[config.mk]
export PLATFORM = sky130hd
export DESIGN_NAME = full_correlation_stream_unit
export DESIGN_NICKNAME = d
export VERILOG_FILES = /design/src/hdl/fcs_pkg.sv /design/src/hdl/fcs_cell.sv /design/src/hdl/fcs_mac.sv /design/src/hdl/full_correlation_stream_unit.sv
export SDC_FILE = /design/constraint.sdc
export NUM_CORES = 2
export LEC_CHECK = 0
export ABC_AREA = 1
export BUFFER_PORTS_ARGS = -buffer_cell sky130_fd_sc_hd__buf_2
export CORE_ASPECT_RATIO = 0.6
export CORE_MARGIN = 3
export CORE_UTILIZATION = 35
export DETAILED_ROUTE_END_ITERATION = 8
export PLACE_DENSITY = 0.55
export SYNTH_ARGS = -nofsm -noshare
export SYNTH_HDL_FRONTEND = slang
export SYNTH_SLANG_ARGS = --single-unit
export TNS_END_PERCENT = 5
[constraint.sdc]
create_clock -name clk -period 6.05 [get_ports clk]
set_input_delay 0.3025 -clock clk [delete_from_list [all_inputs] [get_ports clk]]
set_output_delay 0.3025 -clock clk [all_outputs]
set_load 0.005 [all_outputs]
[src/hdl/fcs_pkg.sv]
package fcs_pkg;

  // default sizes
  localparam int MAX_TAPS_DEF    = 32;
  localparam int SAMPLE_BITS_DEF = 16;
  localparam int ACC_BITS_DEF    = 40;

  // fixed field widths
  localparam int TAP_COUNT_W = 6;
  localparam int TAP_INDEX_W = 5;

  // opcodes
  localparam logic OP_KERNEL_WRITE = 1'b0;
  localparam logic OP_SAMPLE_PUSH  = 1'b1;

  // per-cycle commands broadcast to every cell of the chain
  typedef struct packed {
    logic hist_clear;
    logic hist_inject;
    logic hist_shift;
    logic kern_write;
    logic kern_shift;
  } fcs_cell_ctrl_t;

endpackage

[src/hdl/fcs_cell.sv]
module fcs_cell #(
  parameter int SAMPLE_BITS = fcs_pkg::SAMPLE_BITS_DEF,
  parameter int IDX_W       = 5,
  parameter int CELL_IDX    = 0
) (
  input  logic                          clk,
  input  logic                          rst_n,
  input  fcs_pkg::fcs_cell_ctrl_t       ctrl_i,
  input  logic [IDX_W-1:0]              align_i,
  input  logic [IDX_W-1:0]              widx_i,
  input  logic signed [SAMPLE_BITS-1:0] sample_i,
  input  logic signed [SAMPLE_BITS-1:0] kdata_i,
  input  logic signed [SAMPLE_BITS-1:0] hist_prev_i,
  input  logic signed [SAMPLE_BITS-1:0] kern_prev_i,
  output logic signed [SAMPLE_BITS-1:0] hist_o,
  output logic signed [SAMPLE_BITS-1:0] kern_o
);

  localparam logic [IDX_W-1:0] MY_IDX = IDX_W'(CELL_IDX);

  logic signed [SAMPLE_BITS-1:0] hist_r, hist_nxt;
  logic signed [SAMPLE_BITS-1:0] kern_r, kern_nxt;

  // history slot: clear, new sample at the insert point, neighbor on inject or shift, else hold
  always_comb begin
    priority if (ctrl_i.hist_clear) begin
      hist_nxt = '0;
    end else if (ctrl_i.hist_inject && (align_i == MY_IDX)) begin
      hist_nxt = sample_i;
    end else if (ctrl_i.hist_inject || ctrl_i.hist_shift) begin
      hist_nxt = hist_prev_i;
    end else begin
      hist_nxt = hist_r;
    end
  end

  always_ff @(posedge clk) begin
    if (!rst_n) begin
      hist_r <= '0;
    end else begin
      hist_r <= hist_nxt;
    end
  end

  // kernel slot: addressed write or ring rotation, else hold
  always_comb begin
    priority if (ctrl_i.kern_write && (widx_i == MY_IDX)) begin
      kern_nxt = kdata_i;
    end else if (ctrl_i.kern_shift) begin
      kern_nxt = kern_prev_i;
    end else begin
      kern_nxt = kern_r;
    end
  end

  always_ff @(posedge clk) begin
    kern_r <= kern_nxt;
  end

  assign hist_o = hist_r;
  assign kern_o = kern_r;

endmodule

[src/hdl/fcs_mac.sv]
module fcs_mac #(
  parameter int SAMPLE_BITS = fcs_pkg::SAMPLE_BITS_DEF,
  parameter int ACC_BITS    = fcs_pkg::ACC_BITS_DEF
) (
  input  logic                          clk,
  input  logic                          start_i,
  input  logic                          step_i,
  input  logic                          use_tap_i,
  input  logic signed [SAMPLE_BITS-1:0] hist_i,
  input  logic signed [SAMPLE_BITS-1:0] kern_i,
  output logic signed [ACC_BITS-1:0]    total_o
);

  logic signed [2*SAMPLE_BITS-1:0] prod_full;
  logic signed [ACC_BITS-1:0]      prod_r, prod_nxt;
  logic signed [ACC_BITS-1:0]      acc_r, acc_nxt;

  assign prod_full = hist_i * kern_i;

  // registered product, zero for taps outside the window
  always_comb begin
    priority if (start_i) begin
      prod_nxt = '0;
    end else if (step_i) begin
      prod_nxt = use_tap_i ? ACC_BITS'(prod_full) : '0;
    end else begin
      prod_nxt = prod_r;
    end
  end

  // running sum, wraps at the accumulator width
  always_comb begin
    priority if (start_i) begin
      acc_nxt = '0;
    end else if (step_i) begin
      acc_nxt = acc_r + prod_r;
    end else begin
      acc_nxt = acc_r;
    end
  end

  always_ff @(posedge clk) begin
    prod_r <= prod_nxt;
    acc_r  <= acc_nxt;
  end

  assign total_o = acc_r + prod_r;

endmodule

[src/hdl/full_correlation_stream_unit.sv]
// channel  direction  handshake           payload
// cfg      in         cfg_wr_en           cfg_wr_data (tap count)
// in       in         in_valid/in_stall   in_opcode, in_tap_index, in_value, in_last_sample
// out      out        out_valid/out_stall out_result_value, out_final_result
//
// a kernel write needs no scan; a sample push holds off input for a scan whose length is
// set by one full rotation of the cell ring past the single multiply-accumulate
// a last sample adds a tail result for each tap in use beyond the first
// after a tap count change the history ring realigns while input is stalled
// reset clears the history cells at once; the kernel holds garbage until written
// a stalled result holds the output register; the next scan runs meanwhile
module full_correlation_stream_unit #(
  parameter int MAX_TAPS    = fcs_pkg::MAX_TAPS_DEF,
  parameter int SAMPLE_BITS = fcs_pkg::SAMPLE_BITS_DEF,
  parameter int ACC_BITS    = fcs_pkg::ACC_BITS_DEF
) (
  input  logic                                clk,
  input  logic                                rst_n,
  input  logic                                cfg_wr_en,
  input  logic [fcs_pkg::TAP_COUNT_W-1:0]     cfg_wr_data,
  input  logic                                in_valid,
  output logic                                in_stall,
  input  logic                                in_opcode,
  input  logic [fcs_pkg::TAP_INDEX_W-1:0]     in_tap_index,
  input  logic signed [SAMPLE_BITS-1:0]       in_value,
  input  logic                                in_last_sample,
  output logic                                out_valid,
  input  logic                                out_stall,
  output logic signed [ACC_BITS-1:0]          out_result_value,
  output logic                                out_final_result
);

  localparam int IDX_W = $clog2(MAX_TAPS);
  localparam int NY_W  = $clog2(MAX_TAPS + 1);
  localparam int CW    = NY_W + fcs_pkg::TAP_COUNT_W;

  typedef enum logic [2:0] {
    ST_IDLE = 3'b001,
    ST_SCAN = 3'b010,
    ST_DONE = 3'b100
  } state_t;

  state_t                      state_r, state_nxt;
  logic [fcs_pkg::TAP_COUNT_W-1:0] tap_count_r;
  logic [IDX_W-1:0]            align_r, align_nxt;
  logic [IDX_W-1:0]            step_r, step_nxt;
  logic [IDX_W-1:0]            remain_r, remain_nxt;
  logic                        last_r, last_nxt;
  logic                        out_valid_r, out_valid_nxt;
  logic signed [ACC_BITS-1:0]  out_result_r;
  logic                        out_final_r;

  logic [CW-1:0]               tc_ext, ny, gap, tail, widx_full;
  logic [IDX_W-1:0]            align_target, widx;
  logic                        idx_ok, aligning, in_acc, out_free, done_load;
  logic                        tail_more, scan_end, use_tap;
  logic signed [SAMPLE_BITS-1:0] sample_in;
  logic signed [ACC_BITS-1:0]  total;
  fcs_pkg::fcs_cell_ctrl_t     ctrl;

  logic signed [SAMPLE_BITS-1:0] hist_w [MAX_TAPS];
  logic signed [SAMPLE_BITS-1:0] kern_w [MAX_TAPS];

  // tap count register
  always_ff @(posedge clk) begin
    if (!rst_n) begin
      tap_count_r <= fcs_pkg::TAP_COUNT_W'(1);
    end else if (cfg_wr_en) begin
      tap_count_r <= cfg_wr_data;
    end
  end

  // taps in use, clamped to 1..MAX_TAPS
  assign tc_ext = CW'(tap_count_r);
  always_comb begin
    priority if (tc_ext == '0) begin
      ny = CW'(1);
    end else if (tc_ext > CW'(MAX_TAPS)) begin
      ny = CW'(MAX_TAPS);
    end else begin
      ny = tc_ext;
    end
  end

  // newest sample sits at cell MAX_TAPS - ny so cell c pairs with kernel MAX_TAPS-1-c
  assign gap          = CW'(MAX_TAPS) - ny;
  assign align_target = gap[IDX_W-1:0];
  assign tail         = ny - CW'(1);

  // kernel element k lives in cell MAX_TAPS-1-k
  assign widx_full = CW'(MAX_TAPS - 1) - CW'(in_tap_index);
  assign widx      = widx_full[IDX_W-1:0];
  assign idx_ok    = CW'(in_tap_index) < CW'(MAX_TAPS);

  // handshake
  assign aligning  = (state_r == ST_IDLE) && (align_r != align_target);
  assign in_stall  = (state_r != ST_IDLE) || (align_r != align_target);
  assign in_acc    = in_valid && !in_stall;
  assign out_free  = !out_valid_r || !out_stall;
  assign done_load = (state_r == ST_DONE) && out_free;
  assign tail_more = last_r && (remain_r != '0);
  assign scan_end  = step_r == IDX_W'(MAX_TAPS - 1);

  // the head cell holds original cell MAX_TAPS-1-step; count it while inside the window
  assign use_tap = ({1'b0, step_r} + {1'b0, align_r}) < (IDX_W + 1)'(MAX_TAPS);

  // cell commands
  always_comb begin
    ctrl.kern_write  = in_acc && (in_opcode == fcs_pkg::OP_KERNEL_WRITE) && idx_ok;
    ctrl.kern_shift  = state_r == ST_SCAN;
    ctrl.hist_shift  = aligning || (state_r == ST_SCAN);
    ctrl.hist_inject = (in_acc && (in_opcode == fcs_pkg::OP_SAMPLE_PUSH)) ||
                       (done_load && tail_more);
    ctrl.hist_clear  = done_load && last_r && (remain_r == '0);
  end

  // tail pushes shift in zeros
  assign sample_in = in_acc ? in_value : '0;

  // ring of cells, each taking from its lower neighbor
  for (genvar c = 0; c < MAX_TAPS; c++) begin : g_cell
    localparam int PREV = (c == 0) ? MAX_TAPS - 1 : c - 1;
    fcs_cell #(
      .SAMPLE_BITS(SAMPLE_BITS),
      .IDX_W      (IDX_W),
      .CELL_IDX   (c)
    ) u_cell (
      .clk        (clk),
      .rst_n      (rst_n),
      .ctrl_i     (ctrl),
      .align_i    (align_r),
      .widx_i     (widx),
      .sample_i   (sample_in),
      .kdata_i    (in_value),
      .hist_prev_i(hist_w[PREV]),
      .kern_prev_i(kern_w[PREV]),
      .hist_o     (hist_w[c]),
      .kern_o     (kern_w[c])
    );
  end

  // multiply-accumulate at the head of the ring
  fcs_mac #(
    .SAMPLE_BITS(SAMPLE_BITS),
    .ACC_BITS   (ACC_BITS)
  ) u_mac (
    .clk      (clk),
    .start_i  (ctrl.hist_inject),
    .step_i   (state_r == ST_SCAN),
    .use_tap_i(use_tap),
    .hist_i   (hist_w[MAX_TAPS-1]),
    .kern_i   (kern_w[MAX_TAPS-1]),
    .total_o  (total)
  );

  // sequencer
  always_comb begin
    state_nxt  = state_r;
    step_nxt   = step_r;
    remain_nxt = remain_r;
    last_nxt   = last_r;
    align_nxt  = align_r;
    unique case (state_r)
      ST_IDLE: begin
        if (aligning) begin
          align_nxt = (align_r == IDX_W'(MAX_TAPS - 1)) ? '0 : align_r + IDX_W'(1);
        end
        if (in_acc && (in_opcode == fcs_pkg::OP_SAMPLE_PUSH)) begin
          state_nxt  = ST_SCAN;
          step_nxt   = '0;
          last_nxt   = in_last_sample;
          remain_nxt = tail[IDX_W-1:0];
        end
      end
      ST_SCAN: begin
        if (scan_end) begin
          state_nxt = ST_DONE;
        end else begin
          step_nxt = step_r + IDX_W'(1);
        end
      end
      ST_DONE: begin
        if (out_free) begin
          if (tail_more) begin
            state_nxt  = ST_SCAN;
            step_nxt   = '0;
            remain_nxt = remain_r - IDX_W'(1);
          end else begin
            state_nxt = ST_IDLE;
            last_nxt  = 1'b0;
          end
        end
      end
      default: begin
        state_nxt = ST_IDLE;
      end
    endcase
  end

  always_ff @(posedge clk) begin
    if (!rst_n) begin
      state_r  <= ST_IDLE;
      align_r  <= IDX_W'(MAX_TAPS - 1);
      step_r   <= '0;
      remain_r <= '0;
      last_r   <= 1'b0;
    end else begin
      state_r  <= state_nxt;
      align_r  <= align_nxt;
      step_r   <= step_nxt;
      remain_r <= remain_nxt;
      last_r   <= last_nxt;
    end
  end

  // output register
  always_comb begin
    priority if (done_load) begin
      out_valid_nxt = 1'b1;
    end else if (!out_stall) begin
      out_valid_nxt = 1'b0;
    end else begin
      out_valid_nxt = out_valid_r;
    end
  end

  always_ff @(posedge clk) begin
    if (!rst_n) begin
      out_valid_r <= 1'b0;
    end else begin
      out_valid_r <= out_valid_nxt;
    end
  end

  always_ff @(posedge clk) begin
    if (done_load) begin
      out_result_r <= total;
      out_final_r  <= last_r && (remain_r == '0);
    end
  end

  assign out_valid        = out_valid_r;
  assign out_result_value = out_result_r;
  assign out_final_result = out_final_r;

endmodule

**Yosys cells after proc, flatten, opt, wreduce, memory -nomap -nowiden**

Cells that the tools add are included.

- Register bits: 1171
- Output and inout bits: 43
- Logic and storage cells: 475

- Add/subtract/negate cells: 8
- Multipliers: 1
- Magnitude comparators: 2
- Equal/unequal tests: 75
- Muxes and demuxes: 153
- Bitwise gates (word level): 2
- Reduce and logical (&&, ||, !) cells: 159

Operators with widths:

| cell | number |
|---|---|
| $mux 16 | 129 |
| $eq 5x5->1 const B | 33 |
| $reduce_bool 2->1 | 65 |
| $eq 5x4->1 const B | 16 |
| $logic_and 1x1->1 | 74 |
| $mux 5 | 10 |
| $add 40x40->40 | 1 |
| $eq 5x3->1 const B | 8 |
| $mux 40 | 1 |
| $mul 16x16->32 | 1 |
| $eq 5x2->1 const B | 4 |
| $logic_not 5->1 | 3 |
| $pmux 5 s3 | 1 |
| $logic_not 12->1 | 1 |
| $add 5x1->5 const B | 2 |
| $eq 5x1->1 const B | 2 |
| $ne 2x2->1 const B | 5 |
| $pmux 5 s2 | 1 |
| $sub 5x1->5 const B | 2 |
| $mux 3 | 3 |
| $pmux 3 s3 | 1 |
| $reduce_and 4->1 | 2 |
| $add 5x5->6 | 1 |
| $gt 6x6->1 const B | 1 |
| 21 further kinds | 33 |

**Longest topological paths before layout**

- Depth after elaboration: 13
- Gate-level depth with buffers: 28

**Cells and area by module**

Synthesis repeated with hierarchy kept, for this count alone.

- Cells, all modules: 9906
- Area, all modules: 72814.8 µm²

Modules (own cells, without submodules):

| module | instances | cells an instance | area each (µm²) | sequential area each (µm²) |
|---|---|---|---|---|
| fcs_mac | 1 | 2529 | 16718.5 | 1441.4 |
| fcs_cell at g_cell[10].u_cell ... | 6 | 221 | 1645.3 | 800.8 |
| fcs_cell at g_cell[21].u_cell ... | 4 | 223 | 1659.1 | 800.8 |
| fcs_cell at g_cell[29].u_cell ... | 3 | 220 | 1655.3 | 800.8 |
| fcs_cell at g_cell[17].u_cell ... | 2 | 218 | 1695.4 | 800.8 |
| fcs_cell at g_cell[4].u_cell ... | 2 | 219 | 1685.4 | 800.8 |
| fcs_cell at g_cell[13].u_cell ... | 2 | 223 | 1669.1 | 800.8 |
| fcs_cell at g_cell[11].u_cell ... | 2 | 219 | 1667.8 | 800.8 |
| fcs_cell at g_cell[23].u_cell ... | 2 | 222 | 1665.3 | 800.8 |
| fcs_cell at g_cell[1].u_cell ... | 2 | 225 | 1645.3 | 800.8 |
| full_correlation_stream_unit | 1 | 311 | 2946.6 | 1751.7 |
| fcs_cell at g_cell[15].u_cell | 1 | 220 | 1691.6 | 800.8 |
| fcs_cell at g_cell[3].u_cell | 1 | 220 | 1680.4 | 800.8 |
| fcs_cell at g_cell[28].u_cell | 1 | 218 | 1670.4 | 800.8 |
| +4 rows | n/a | n/a | n/a | n/a |

**Worst setup path before layout**

No wires, ideal clock.

- Path kind: register to register
- Start: register g_cell[31].u_cell.hist_r[15]
- End: register u_mac.prod_r[28]
- Arrival: 5.590 ns
- Required time: 5.930 ns
- Setup slack: 0.341 ns
- Cell stages (with the launch flop): 22
- Path buffers: 2
- Cells stage by stage: dfxtp_1 > clkbuf_1 > clkbuf_1 > nand2_1 > inv_1 > fa_1 > fa_1 > fa_1 > fa_1 > fa_1 > inv_1 > fa_1 > inv_1 > ha_1 > nand2_1 > nor2_1 > nand2_1 > or2_2 > nand3_1 > nand2_1 > nand3_1 > a21oi_1

- Word-level cells in the longest chain between the ends: 2

Ends and longest elaborated chain:

| element | RTL line | source |
|---|---|---|
| start, declared | fcs_cell.sv:21 | `logic signed [SAMPLE_BITS-1:0] hist_r, hist_nxt;` |
| start signal, assigned | fcs_cell.sv:41 | `hist_r <= hist_nxt;` |
| $mul 16x16->32 | fcs_mac.sv:18 | `assign prod_full = hist_i * kern_i;` |
| $mux 40 | fcs_mac.sv:25 | `prod_nxt = use_tap_i ? ACC_BITS'(prod_full) : '0;` |
| end signal, assigned | fcs_mac.sv:43 | `prod_r <= prod_nxt;` |
| end, declared | fcs_mac.sv:15 | `logic signed [ACC_BITS-1:0] prod_r, prod_nxt;` |

No other way between the ends.
A chain may end at the register's enable or synchronous reset.

**Final worst setup path**

- Start: register g_cell[31].u_cell.kern_r[14]
- End: register u_mac.prod_r[29]

- Word-level cells in the longest chain between the ends: 2

Ends and longest elaborated chain:

| element | RTL line | source |
|---|---|---|
| start, declared | fcs_cell.sv:22 | `logic signed [SAMPLE_BITS-1:0] kern_r, kern_nxt;` |
| start signal, assigned | fcs_cell.sv:57 | `kern_r <= kern_nxt;` |
| $mul 16x16->32 | fcs_mac.sv:18 |  |
| $mux 40 | fcs_mac.sv:25 |  |

No other way between the ends.

==> flow_results.xml <==
<?xml version="1.0" encoding="UTF-8"?>
<metrics>
  <group name="cts">
    <metric name="clockBufferDepth" unit="">3</metric>
    <metric name="clock_tree.root_cell" unit="">clkbuf_16</metric>
    <metric name="cts-buffers-inserted" unit="">117</metric>
    <metric name="cts.reportedPaths.clkPinSlew" unit="ns">0.06</metric>
    <metric name="cts.sink_count" unit="">1163</metric>
    <metric name="htreeDepth" unit="">3</metric>
    <metric name="clock_latency" unit="ns">0.76</metric>
    <metric name="cts_tree" unit="">yes</metric>
  </group>
  <group name="worst_setup_path">
    <metric name="r2r_setup_slack" unit="ns">0.22</metric>
    <metric name="startpoint_type" unit="">flop</metric>
    <metric name="timing_worst_setup_path_type" unit="">flop to flop</metric>
    <metric name="critical_path_required" unit="ns">6.69</metric>
    <metric name="crit_arrival" unit="ns">6.47</metric>
    <metric name="critical_path.max_fanout" unit="">9</metric>
    <metric name="endpoint_kind" unit="">flop</metric>
  </group>
  <group name="timing">
    <metric name="setup_slack" unit="ns">0.2176</metric>
    <metric name="report.final.hold_viol_count" unit="">0</metric>
    <metric name="rsz_0062_raised_after_global_routing" unit="">true</metric>
    <metric name="finalSetupViolCount" unit="">0</metric>
    <metric name="finalMaxSlewViolations" unit="">0</metric>
    <metric name="fin_crit" unit="ns">5.832</metric>
    <metric name="final.setup.tns" unit="ns">0</metric>
    <metric name="finalClockSkew" unit="ns">0.06744</metric>
    <metric name="layout_worst_path_cycle_share" unit="%">96.40</metric>
    <metric name="worstMarginPinSlew" unit="ns">1.244</metric>
    <metric name="max_freq" unit="MHz">171.5</metric>
    <metric name="worst_hold_slack" unit="ns">0.1822</metric>
    <metric name="maxSlewHeadroom" unit="%">16.86</metric>
  </group>
  <group name="cells_and_area">
    <metric name="multi_input_area" unit="mm^2">0.03097</metric>
    <metric name="nFillCells" unit="">19320</metric>
    <metric name="drive_above_1_share" unit="%">6.867</metric>
    <metric name="final_non_filler_cells" unit="">11220</metric>
    <metric name="final_design_area_no_fill" unit="mm^2">0.07379</metric>
    <metric name="area_growth_syn_to_layout" unit="%">11.29</metric>
    <metric name="nets" unit="">9052</metric>
    <metric name="regArea" unit="mm^2">0.02882</metric>
    <metric name="final_util" unit="%">39.27</metric>
  </group>
  <group name="run">
    <metric name="max_cap_viol" unit="">0</metric>
  </group>
  <group name="logic_synthesis">
    <metric name="synth-main-ff-cell" unit="">dfxtp_1</metric>
    <metric name="postSynthAreaPerCell" unit="um^2">7.582</metric>
    <metric name="synthArstFlopShare" unit="%">0</metric>
    <metric name="ys_ff_latch" unit="">1163</metric>
    <metric name="yosysSeqAreaShare" unit="%">43.46</metric>
    <metric name="synthesis.yosys.warnings" unit="">0</metric>
    <metric name="synth_enable_flop_cells" unit="">553</metric>
    <metric name="synth_cells" unit="">8745</metric>
    <metric name="proportion_of_netlist_area_held_by_the_largest_area_contributor" unit="%">25.05</metric>
    <metric name="post_synth_most_frequent_cells" unit="">2158 x nand2_1, 1303 x nor2_1, 1101 x nand3_1</metric>
    <metric name="ys_types" unit="">44</metric>
    <metric name="synth_top_area_cell" unit="">edfxtp_1</metric>
    <metric name="synth_nets" unit="">9177</metric>
    <metric name="synthTopCellsByArea" unit="">edfxtp_1 25%, dfxtp_1 18%, nand2_1 12%</metric>
    <metric name="synthMostInstantiatedCell" unit="">nand2_1</metric>
    <metric name="syn_area" unit="mm^2">0.06630</metric>
  </group>
  <group name="power_and_ir_drop">
    <metric name="leakagePower" unit="nW">37.20</metric>
    <metric name="p_per_area" unit="mW/mm^2">524.8</metric>
    <metric name="total_power" unit="mW">38.72</metric>
    <metric name="ir_worst_vdd" unit="mV">0.7001</metric>
  </group>
  <group name="routing">
    <metric name="post_dr_wirelength_cell" unit="um">17.98</metric>
    <metric name="drc" unit="">0</metric>
    <metric name="antenna_violating_nets_post_route" unit="">0</metric>
    <metric name="drt_initial_violations" unit="">6058</metric>
    <metric name="per_cell_via_count_in_the_routed_design" unit="">5.015</metric>
    <metric name="routed_wirelength" unit="mm">201.8</metric>
    <metric name="detailroute.via_count" unit="">56290</metric>
    <metric name="drt-pass1-iter-count" unit="">8</metric>
  </group>
  <group name="die">
    <metric name="rows" unit="">123</metric>
    <metric name="design.die.area" unit="mm^2">0.1949</metric>
    <metric name="die-height" unit="um">343.1</metric>
    <metric name="initial_utilization" unit="%">35.28</metric>
    <metric name="ioPinCount" unit="">77</metric>
    <metric name="floorplan.core_area" unit="mm^2">0.1879</metric>
    <metric name="fp.dieW" unit="um">567.9</metric>
  </group>
  <group name="place">
    <metric name="dpl.cell_count" unit="">10970</metric>
    <metric name="numPortBuffers" unit="">76</metric>
    <metric name="gp_congestion" unit="">0.8898</metric>
    <metric name="cell_area_reported_after_detailed_placement" unit="mm^2">0.06938</metric>
    <metric name="worst_case_setup_slack_after_placement" unit="ns">0.1588</metric>
    <metric name="dp_hpwl" unit="mm">138.5</metric>
  </group>
  <group name="global_routing">
    <metric name="grt_max_degree" unit="">169</metric>
    <metric name="grtUsageTotal" unit="%">20.27</metric>
    <metric name="first_global_vias" unit="">51860</metric>
    <metric name="grt_remaining_overflow" unit="">0</metric>
    <metric name="grt_pass1_wl" unit="mm">313.1</metric>
    <metric name="initial_antenna_violation_count" unit="">6</metric>
  </group>
  <group name="status">
    <metric name="status" unit="">complete, no violations</metric>
  </group>
  <group name="hold_path">
    <metric name="timing.hold.worst.class" unit="">primary input to flop</metric>
  </group>
</metrics>
-- cell usage in the layout, fill, tap and decap left out, types with 120 or more instances in the layout --
master,n
nand2_1,2155
nor2_1,1285
nand3_1,1100
inv_1,1059
dfxtp_1,607
edfxtp_1,553
o21ai_0,307
o21ai_1,306
fa_1,261
buf_4,220
a21oi_1,148
ha_1,135
clkbuf_16,120
-- state kept, by name (all words and copies together), names as in the netlist --
name                  count
u_mac.acc_r              40
tap_count_r               6
g_cell.u_cell.kern_o    512
out_final_result          1
g_cell.u_cell.hist_o    512
last_r                    1
u_mac.prod_r             32
out_result_value         40
step_r                    5
align_r                   5
remain_r                  5
out_valid                 1
state_r                   3
-- path summary, 6_finish.rpt --
| kind | start | to | cells after the start |
|---|---|---|---|
| setup / recovery | g_cell[31].u_cell.kern_o[14] | u_mac.prod_r[29] | 21 |
| hold / removal | in_value[15] | g_cell[14].u_cell.kern_o[15] | 4 |
| setup reg to reg | g_cell[31].u_cell.kern_o[14] | u_mac.prod_r[29] | 21 |
| hold reg to reg | u_mac.prod_r[11] | u_mac.prod_r[11] | 2 |
-- cell type report --
| class | instances | area share [%] |
|---|---|---|
| flip-flops and latches | 1163 | 39.06 |
| repair buffers | 343 | 3.691 |
| well taps | 2500 | 4.239 |
| diodes | 1 | 0.003391 |
| multi-input cells | 5914 | 41.97 |
| clock buffers | 156 | 4.488 |
| inverters | 1081 | 5.502 |
| clock inverters | 66 | 1.041 |
-- cells by family (layout without fill, tap and decap cells) --
kind of cell | count (synthesis) | count (layout) | synth area share (%)
fa+ha+maj | 398 | 398 | 10.49
compound gates | 816 | 816 | 6.354
simple gates | 4635 | 4635 | 28.70
buf+inv | 1668 | 1646 | 10.13
flops | 1163 | 1163 | 43.46
other cells | 0 | 1 | 0
xor+xnor | 65 | 65 | 0.8586
-- power by group --
group | internal (mW) | switching (mW)
clock | 4.35 | 3.42
sequential | 9.54 | 0.668
combinational | 7.37 | 13.4
total | 21.3 | 17.5
-- routing by layer --
metal	vias to the layer above	wire length [um]	global-route usage, %
li1	27290	-	-
met1	27040	105500	33.33
met2	1767	76760	26.68
met3	194	15720	3.724
met4	0	3813	4.142
met5	-	0	0
-- critical path: stages (launching register included) --
cell	delay, ns
edfxtp_1	0.58
buf_4	0.25
buf_4	0.19
nand2_1	0.10
fa_1	0.51
fa_1	0.51
inv_1	0.05
fa_1	0.50
inv_1	0.06
fa_1	0.48
inv_1	0.05
fa_1	0.51
fa_1	0.43
ha_1	0.30
buf_4	0.15
a21oi_1	0.21
o21ai_0	0.17
a21oi_1	0.19
nand3_1	0.12
a21oi_1	0.13
o21ai_0	0.11
a21oi_1	0.12
-- what timing repair did --
item | 4_1_cts | 5_1_grt
endpoints found under the setup margin | 0 | 15
hold endpoints to repair | 18 | 0
hold buffers | 21 | 0
buffers inserted | 0 | 8
gates resized for setup | 0 | 20
Note: power is estimated with default switching activity, not from simulation.
